`src/hw/rtl/mandel_pkg.sv`:
```
// Shared types, constants and helpers for the escape-time pixel evaluator.
package mandel_pkg;

  localparam int Q_W        = 32;  // Q4.28 word
  localparam int FRAC_W     = 28;
  localparam int VIEW_W     = 31;  // view registers as stored
  localparam int PIX_W      = 10;
  localparam int OFS_W      = 12;
  localparam int COLOR_W    = 24;
  localparam int ITER_W     = 9;
  localparam int CNT_W      = 13;  // iteration counter, holds an iteration limit up to 8191
  localparam int PROD_W     = 42;  // signed pixel index times view span
  localparam int DIV_W      = 41;  // magnitude of that product
  localparam int WIDE_W     = 43;  // mapping and update sums before saturation
  localparam int NUM_CELLS  = 2;   // iteration cells in the ring
  localparam int CFG_ADDR_W = 5;
  localparam int CFG_DATA_W = 32;
  localparam int COLOR_STEP = 30;

  localparam logic [COLOR_W-1:0] INSIDE_COLOR = 24'h000000;
  // |z|^2 bound of 4.0 with 56 fraction bits
  localparam logic [2*Q_W-1:0]   ESC_LIMIT    = 64'h0400_0000_0000_0000;

  // Register indexes of the configuration port
  typedef enum logic [2:0] {
    REG_RE_START  = 3'd0,
    REG_RE_END    = 3'd1,
    REG_IM_START  = 3'd2,
    REG_IM_END    = 3'd3,
    REG_COLOR_OFS = 3'd4
  } cfg_reg_t;

  typedef struct packed {
    logic [PIX_W-1:0] pixel_col;
    logic [PIX_W-1:0] pixel_row;
  } mandel_in_t;

  typedef struct packed {
    logic [COLOR_W-1:0] pixel_color;
    logic [ITER_W-1:0]  iter_count;
    logic               inside_set;
  } mandel_out_t;

  // One pixel's iteration state as it moves from cell to cell
  typedef struct packed {
    logic                    vld;
    logic                    done;
    logic signed [Q_W-1:0]   zr;
    logic signed [Q_W-1:0]   zi;
    logic signed [Q_W-1:0]   cr;
    logic signed [Q_W-1:0]   ci;
    logic        [CNT_W-1:0] cnt;
  } mandel_tok_t;

  // Clamp a wide signed sum to the Q4.28 range
  function automatic logic signed [Q_W-1:0] sat_q(input logic signed [WIDE_W-1:0] v);
    logic [WIDE_W-Q_W:0] hi;
    logic signed [Q_W-1:0] res;
    hi = v[WIDE_W-1:Q_W-1];
    if ((&hi) || !(|hi)) begin
      res = v[Q_W-1:0];
    end else if (v[WIDE_W-1]) begin
      res = {1'b1, {(Q_W-1){1'b0}}};
    end else begin
      res = {1'b0, {(Q_W-1){1'b1}}};
    end
    return res;
  endfunction

endpackage

```
`src/hw/rtl/mandel_div.sv`:
```
// Division of an unsigned magnitude by a fixed divisor via reciprocal multiplication.
module mandel_div import mandel_pkg::*; #(
  parameter int DIVISOR = 1024
) (
  input  logic             clk,
  input  logic             rst_n,
  input  logic             start,
  input  logic [DIV_W-1:0] dividend,
  output logic             done,
  output logic [DIV_W-1:0] quotient
);

  // floor(n / D) equals floor(n * M / 2^K) for every n below 2^DIV_W when
  // K = DIV_W + ceil(log2 D) and M = ceil(2^K / D); M fits in DIV_W + 1 bits
  localparam int SH_W   = $clog2(DIVISOR);
  localparam int K_SH   = DIV_W + SH_W;
  localparam int M_W    = DIV_W + 1;
  localparam int HALF_W = M_W / 2;
  localparam int PP_W   = 2 * HALF_W;
  localparam int SUM_W  = K_SH + DIV_W;
  localparam longint unsigned RECIP =
    ((64'd1 << K_SH) + 64'(DIVISOR) - 64'd1) / 64'(DIVISOR);
  localparam logic [M_W-1:0]    RECIP_M  = M_W'(RECIP);
  localparam logic [HALF_W-1:0] RECIP_HI = RECIP_M[M_W-1:HALF_W];
  localparam logic [HALF_W-1:0] RECIP_LO = RECIP_M[HALF_W-1:0];

  logic [M_W-1:0]    num;
  logic [HALF_W-1:0] num_hi, num_lo;
  logic              v1_r;
  logic              done_r;
  logic [PP_W-1:0]   pp_ll_r, pp_lh_r, pp_hl_r, pp_hh_r;
  logic [SUM_W-1:0]  sum;
  logic [DIV_W-1:0]  quo_r;

  assign num    = {1'b0, dividend};
  assign num_hi = num[M_W-1:HALF_W];
  assign num_lo = num[HALF_W-1:0];

  // Align the partial products; the quotient sits above the K fraction bits
  always_comb begin
    sum = SUM_W'(pp_ll_r)
        + (SUM_W'(pp_lh_r) << HALF_W)
        + (SUM_W'(pp_hl_r) << HALF_W)
        + (SUM_W'(pp_hh_r) << PP_W);
  end

  always_ff @(posedge clk) begin
    if (!rst_n) begin
      v1_r   <= 1'b0;
      done_r <= 1'b0;
    end else begin
      v1_r   <= start;
      done_r <= v1_r;
    end
  end

  always_ff @(posedge clk) begin
    if (start) begin
      pp_ll_r <= num_lo * RECIP_LO;
      pp_lh_r <= num_lo * RECIP_HI;
      pp_hl_r <= num_hi * RECIP_LO;
      pp_hh_r <= num_hi * RECIP_HI;
    end
    if (v1_r) begin
      quo_r <= sum[SUM_W-1:K_SH];
    end
  end

  assign done     = done_r;
  assign quotient = quo_r;

endmodule

```
`config.mk`:
```
export PLATFORM = sky130hd
export DESIGN_NAME = mandel_div
export DESIGN_NICKNAME = d
export VERILOG_FILES = /design/src/hw/rtl/mandel_pkg.sv /design/src/hw/rtl/mandel_div.sv
export SDC_FILE = /design/constraint.sdc
export NUM_CORES = 1
export LEC_CHECK = 0
export ABC_AREA = 1
export BUFFER_PORTS_ARGS = -buffer_cell sky130_fd_sc_hd__clkbuf_2
export CAP_MARGIN = 20
export CELL_PAD_IN_SITES_DETAIL_PLACEMENT = 1
export CELL_PAD_IN_SITES_GLOBAL_PLACEMENT = 1
export CORE_UTILIZATION = 41
export CTS_CLUSTER_SIZE = 12
export DETAILED_ROUTE_END_ITERATION = 10
export PLACE_DENSITY = 0.81
export RECOVER_POWER = 100
export SLEW_MARGIN = 25
export SYNTH_ARGS = -nofsm -noshare
export SYNTH_HDL_FRONTEND = slang
export SYNTH_SLANG_ARGS = --single-unit
```
`constraint.sdc`:
```
create_clock -name clk -period 2.4 [get_ports clk]
set_input_delay 0.6 -clock clk [delete_from_list [all_inputs] [get_ports clk]]
set_output_delay 0.6 -clock clk [all_outputs]
set_load 0.02 [all_outputs]
```
==> results.ini, run 1 <==
[grt]
grt_pass1_wl_um = 4498
overflow = 0
grt_max_degree = 33
antenna_found_initial = 0
grt_usage_pct = 13.03
grt_pass1_vias = 924

[logic_synthesis]
synth_cell_types = 6
yosysWarningCount = 0
synth_edf_count = 62
synth.avg_cell_area_um2 = 25.26
ys_top_cells_by_count = edfxtp_1 (62), buf_4 (10), dfxtp_1 (2), inv_1 (2), nand2_1 (2)
syn_inst = 79
seq_area_frac_synth_pct = 95.30
synthFlopType = edfxtp_1
synth_most_common_cell = edfxtp_1
yosysTopAreaCell = edfxtp_1
ys_ff_latch = 64
netlist_area_um2 = 1996
yosysTopAreaCellShare_pct = 93.29
synth_area_leaders = edfxtp_1 (93%), buf_4 (3.8%), dfxtp_1 (2.0%)
ys_async_sr_fraction_pct = 0

[outcome]
outcome = finished, final reports clean

[timing]
final.period_utilization_pct = 63.23
clock.fmax_ghz = 0.6590
hold_violations = 0
relSlewSlack_pct = 48.52
whs_ps = 420.3
maxSlewViolCount = 0
fin_ws_ps = 882.6
clock_skew_ps = 5.119
rsz0062_at_grt = no
tightestPinTransition_ps = 772.3
setup_viol_count_final = 0
period_needed_ps = 1517
fin_setup_tns_ps = 0

[clock_network]
ctsRootBufferMaster = clkbuf_8
cts_buffers = 9
tritoncts = done
clockBufferDepth = 2
clock_latency_ps = 320
cts_setup_buffers = 0
cts_resized = 0
path_clk_slew_ps = 60
cts_htree_levels = 3
hold_buffers = 0
cts_sinks = 64

[route]
vias = 924
routed_wl_um = 3250
routedWlPerCell_um = 15.26
drt_pass1_iterations = 4
drc_errors = 0
dr.first_iter.drc_count = 86
vias_per_cell = 4.338
ant_nets = 0

[cells_and_area]
area_growth_pct = 23.39
final_cell_count_no_fill = 213
insertedDiodeCount = 0
register_area_um2 = 1902
fillerInstances = 462
multiInputGateArea_um2 = 45.04
stdcell_area_um2 = 2462
layout.nets = 199
drive_gt1_share_pct = 27.67

[worst_setup_path]
path_cells = clkbuf_1
crit_required_ps = 1800
end_kind = output pin
cp_top_family = flip-flops
cp_max_fo = 1
worst_path_max_delay_cell = edfxtp_1
critPathBufInv = 1
max_stage_delay_ps = 350
start_kind = flip-flop
path_class = flip-flop to output pin
worstPathArrival_ps = 920

[power_and_ir_drop]
power_switching_w = 0.0004851
seqPwrFrac_pct = 61.3
p_per_area_nw_per_um2 = 894.1
power.share.clock_pct = 32.5
power.internal_w = 0.001716
netSwitchingFraction_pct = 22.03
vdd_drop_max_mv = 0.3592
power_frac_comb_pct = 6.2
leakage_nw = 0.9172

[die]
dieArea_um2 = 5150
die_w_um = 71.77
pin_count = 86
start_util_pct = 42.53
placementRows = 25
coreArea_um2 = 4692
die_y_um = 71.77

[placement]
post-place-ws_ps = 808.5
dpl_cell_area_um2 = 2355
io_buffers = 65
place_congestion = 0.7188
placed_cells = 198

[run]
drv_cap = 0

[min_path]
hold_class = flip-flop to flip-flop

==> per-layer routing <==
metal | up-vias | GRT usage (%) | wire, µm
li1 | 433 | - | -
met5 | - | 0 | 0
met1 | 436 | 13.47 | 1264
met4 | 0 | 7.190 | 55
met3 | 5 | 6.892 | 261
met2 | 50 | 21.28 | 1668
==> power by group through the flow <==
stage           logic, W  registers [W]  clock network [W]
6_report        0.000137        0.00135           0.000716
5_1_grt         0.000146        0.00136           0.000784
4_1_cts         0.000149        0.00135           0.000744
3_5_place_dp    0.000149        0.00137                  0
3_3_place_gp    0.000144        0.00137                  0
2_1_floorplan  0.0000271        0.00142                  0
==> cell type report <==
type,count,share of cell area [%]
clock inverters,5,1.016
flip-flops and latches,64,77.24
multi-input cells,12,1.829
repair buffers,66,11.69
inverters,2,0.3049
well taps,54,2.744
clock buffers,10,5.183
==> through the flow <==
stage / total power (W) / utilization, %
global route: 0.002286 / 52.48
CTS: 0.002243 / 53.44
detailed placement: 0.001523 / 50.19
floorplan: 0.001450 / -
global placement: 0.001511 / 50.19
finish: 0.002201 / 52.48
==> cell usage in the layout, fill, tap and decap left out, drive strengths merged <==
| cell type | instances |
|---|---|
| clkbuf | 75 |
| conb | 10 |
| inv | 2 |
| dfxtp | 2 |
| clkinv | 5 |
| nand2 | 2 |
| edfxtp | 62 |
| buf | 1 |
==> logic make-up after synthesis <==
family	synth area share, %
other cells	0.1879
flops	95.30
simple gates	0.3763
buf+inv	4.138
==> worst paths after layout <==
path | startpoint | end | slack (ps) | cells after the start
worst min register to register | pp_lh_r[37] | quotient[7] | 420 | 0
worst max-delay path | quotient[0] | quotient[0] | 880 | 1
worst max register to register | v1_r | quotient[1] | 1040 | 1
worst min-delay path | pp_lh_r[37] | quotient[7] | 420 | 0
==> state kept, by name, summed over array words and instances, names as in the netlist <==
| register | count |
|---|---|
| quotient | 31 |
| v1_r | 1 |
| pp_lh_r | 11 |
| pp_hh_r | 20 |
| done | 1 |
(Power assumes the default switching activity.)
==> run 2: changes to the inputs <==
--- a/config.mk
+++ b/config.mk
@@ -5,15 +5,15 @@
 export SDC_FILE = /design/constraint.sdc
 export NUM_CORES = 1
 export LEC_CHECK = 0
-export ABC_AREA = 1
+export ABC_AREA = 0
 export BUFFER_PORTS_ARGS = -buffer_cell sky130_fd_sc_hd__clkbuf_2
 export CAP_MARGIN = 20
 export CELL_PAD_IN_SITES_DETAIL_PLACEMENT = 1
 export CELL_PAD_IN_SITES_GLOBAL_PLACEMENT = 1
-export CORE_UTILIZATION = 41
+export CORE_UTILIZATION = 38
 export CTS_CLUSTER_SIZE = 12
 export DETAILED_ROUTE_END_ITERATION = 10
-export PLACE_DENSITY = 0.81
+export PLACE_DENSITY = 0.75
 export RECOVER_POWER = 100
 export SLEW_MARGIN = 25
 export SYNTH_ARGS = -nofsm -noshare
==> constraint.sdc (replaced) <==
create_clock -name clk -period 1.5 [get_ports clk]
set_input_delay 0.375 -clock clk [delete_from_list [all_inputs] [get_ports clk]]
set_output_delay 0.375 -clock clk [all_outputs]
set_load 0.02 [all_outputs]
==> run 2 against run 1 <==
  * Clock skew increased by 1.8 ps
  * Worst setup slack got worse by 700 ps
  * Via count is 0.97% higher
  * Cell count up 6.6%
  * Sequential share of layout area decreased by 1.7 points
  * Utilization is 0.89 points lower
  * Worst hold slack worse by 200 ps
  * Register-to-register slack got worse by 750 ps
  * Total power rose by 71%
  * Clock power up 91%
  * Die area grew 7.6%
  * Critical path type unchanged
  * Critical endpoint is now quotient[14]
  * Largest cell class unchanged
==> results.ini, run 2 <==
[outcome]
outcome = finished, final reports clean  ; unchanged

[grt]
grt_max_degree = 33  ; unchanged
grt_usage_pct = 14.21  ; was 13.03%
overflow = 0  ; unchanged
grt_pass1_vias = 946  ; was 924
grt_pass1_wl_um = 5085  ; was 4498 µm
antenna_found_initial = 0  ; unchanged

[placement]
post-place-ws_ps = 466.3  ; was 808.5 ps
place_congestion = 0.6609  ; was 0.7188
io_buffers = 65  ; unchanged
placed_cells = 211  ; was 198

[cells_and_area]
fillerInstances = 501  ; was 462
area_growth_pct = 26.30  ; was 23.39%
drive_gt1_share_pct = 29.38  ; was 27.67%
postLayoutCoreUtil_pct = 51.59  ; was 52.48%
final_common_cell = edfxtp_1  ; unchanged
register_area_um2 = 1902  ; unchanged
layout.nets = 199  ; unchanged
final_cell_count_no_fill = 227  ; was 213
multiInputGateArea_um2 = 50.05  ; was 45.04 µm²
largest_reg_flops = 31  ; unchanged
final_cell_mix = edfxtp_1 (62), clkbuf_1 (36), clkbuf_2 (32)  ; was edfxtp_1 (62), clkbuf_1 (37), clkbuf_2 (29)
insertedDiodeCount = 0  ; unchanged

[worst_setup_path]
cp_top_family = flip-flops  ; unchanged
end_kind = output pin  ; unchanged
path_class = flip-flop to output pin  ; unchanged
crit_required_ps = 1120  ; was 1800 ps
worstPathArrival_ps = 940  ; was 920 ps
path_cells = clkbuf_1  ; unchanged
start_kind = flip-flop  ; unchanged
critPathBufInv = 1  ; unchanged
cp_max_fo = 1  ; unchanged
max_stage_delay_ps = 350  ; about the same
worst_path_max_delay_cell = edfxtp_1  ; unchanged

[clock_network]
cts_htree_levels = 3  ; unchanged
cts_resized = 0  ; unchanged
cts_setup_buffers = 0  ; unchanged
clockBufferDepth = 2  ; unchanged
tritoncts = done  ; unchanged
cts_buffers = 9  ; unchanged
ctsRootBufferMaster = clkbuf_8  ; unchanged
cts_sinks = 64  ; unchanged
clock_latency_ps = 330  ; was 320 ps
path_clk_slew_ps = 70  ; was 60 ps
hold_buffers = 0  ; unchanged

[route]
ant_nets = 0  ; unchanged
vias = 933  ; was 924
drt_pass1_iterations = 3  ; was 4
vias_per_cell = 4.110  ; was 4.338
routed_wl_um = 3610  ; was 3250 µm
dr.first_iter.drc_count = 59  ; was 86
drc_errors = 0  ; unchanged
routedWlPerCell_um = 15.90  ; was 15.26 µm

[timing]
fin_setup_tns_ps = 0  ; unchanged
hold_violations = 0  ; unchanged
clock_skew_ps = 6.935  ; was 5.119 ps
fin_ws_ps = 185.4  ; was 882.6 ps
final.period_utilization_pct = 87.64
setup_viol_count_final = 0  ; unchanged
maxSlewViolCount = 0  ; unchanged
clock.fmax_ghz = 0.7607
relSlewSlack_pct = 46.23  ; was 48.52%
rsz0062_at_grt = no  ; unchanged
period_needed_ps = 1315
tightestPinTransition_ps = 806.6  ; was 772.3 ps

[min_path]
hold_class = input pin to flip-flop  ; was flip-flop to flip-flop

[die]
placementRows = 25  ; unchanged
dieArea_um2 = 5539  ; was 5150 µm²
start_util_pct = 40.85  ; was 42.53%
die_w_um = 74.43  ; was 71.77 µm
coreArea_um2 = 4880  ; was 4692 µm²
pin_count = 86  ; unchanged
die_y_um = 74.43  ; was 71.77 µm

[logic_synthesis]
netlist_area_um2 = 1993  ; was 1996 µm²
synthFlopType = edfxtp_1  ; unchanged
synth.avg_cell_area_um2 = 25.89  ; was 25.26 µm²
synth_most_common_cell = edfxtp_1  ; unchanged
ys_async_sr_fraction_pct = 0  ; unchanged
yosysWarningCount = 0  ; unchanged
synth_area_leaders = edfxtp_1 (93%), buf_4 (3.8%), dfxtp_1 (2.0%)  ; unchanged
yosysTopAreaCellShare_pct = 93.41  ; was 93.29%
synth_edf_count = 62  ; unchanged
yosysTopAreaCell = edfxtp_1  ; unchanged
syn_inst = 77  ; was 79
seq_area_frac_synth_pct = 95.42  ; was 95.30%
synth_cell_types = 5  ; was 6
ys_ff_latch = 64  ; unchanged
ys_top_cells_by_count = edfxtp_1 (62), buf_4 (10), and2_1 (2), dfxtp_1 (2), conb_1 (1)  ; was edfxtp_1 (62), buf_4 (10), dfxtp_1 (2), inv_1 (2), nand2_1 (2)

[power_and_ir_drop]
leakage_nw = 0.9246  ; was 0.9172 nW
vdd_drop_max_mv = 0.7214  ; was 0.3592 mV
p_per_area_nw_per_um2 = 1492  ; was 894.1 nW/µm²
power.total_w = 0.003757  ; was 0.002201 W

[run]
drv_cap = 0  ; unchanged

-- run 2: cell types whose count changed after synthesis, sizes merged --
cell / delta
inv: -2
nand2: -2
and2: +2
-- run 2: final timing paths --
check / end / slack (ps) / startpoint / cells after the start
max reg2reg: quotient[9] / 290 / v1_r / 1
min reg2reg: quotient[5] / 420 / pp_lh_r[35] / 0
min: pp_hh_r[37] / 220 / dividend[38] / 1
max: quotient[14] / 190 / quotient[14] / 1
-- run 2: cell families (layout without fill, tap and decap cells) --
logic type	count (synthesis)	after routing	synth area share, %
flops	64	64	95.42
buf+inv	10	84	3.766
simple gates	2	2	0.6276
other cells	1	10	0.1881
-- run 2: power by group --
part / internal, W / switching [W] / total [W]
Clock: 0.000751 / 0.000621 / 0.00137
Sequential: 0.00212 / 0.0000393 / 0.00216
Combinational: 0.0000554 / 0.000172 / 0.000227
Total: 0.00292 / 0.000832 / 0.00376
-- run 2: stage by stage --
step,hold slack (ps),area [µm²]
final,216.1,2517
after global routing,192.5,2517
after CTS,200.2,2582
after detailed placement,406.3,2396
after global placement,401.4,2396
after floorplan,400.3,2027
-- run 2: routing by layer --
metal | up-vias | GRT usage (%) | wire (µm)
li1 | 432 | - | -
met1 | 445 | 13.66 | 1264
met2 | 49 | 23.82 | 1946
met3 | 7 | 7.995 | 319
met4 | 0 | 8.176 | 80
met5 | - | 0 | 0
-- run 2: area by class of cell --
cell class	count	area share, %
Tap cell	67	3.330
Clock inverter	7	2.485
Clock buffer	9	4.920
Timing Repair Buffer	68	11.73
Multi-Input combinational cell	12	1.988
Sequential cell	64	75.55
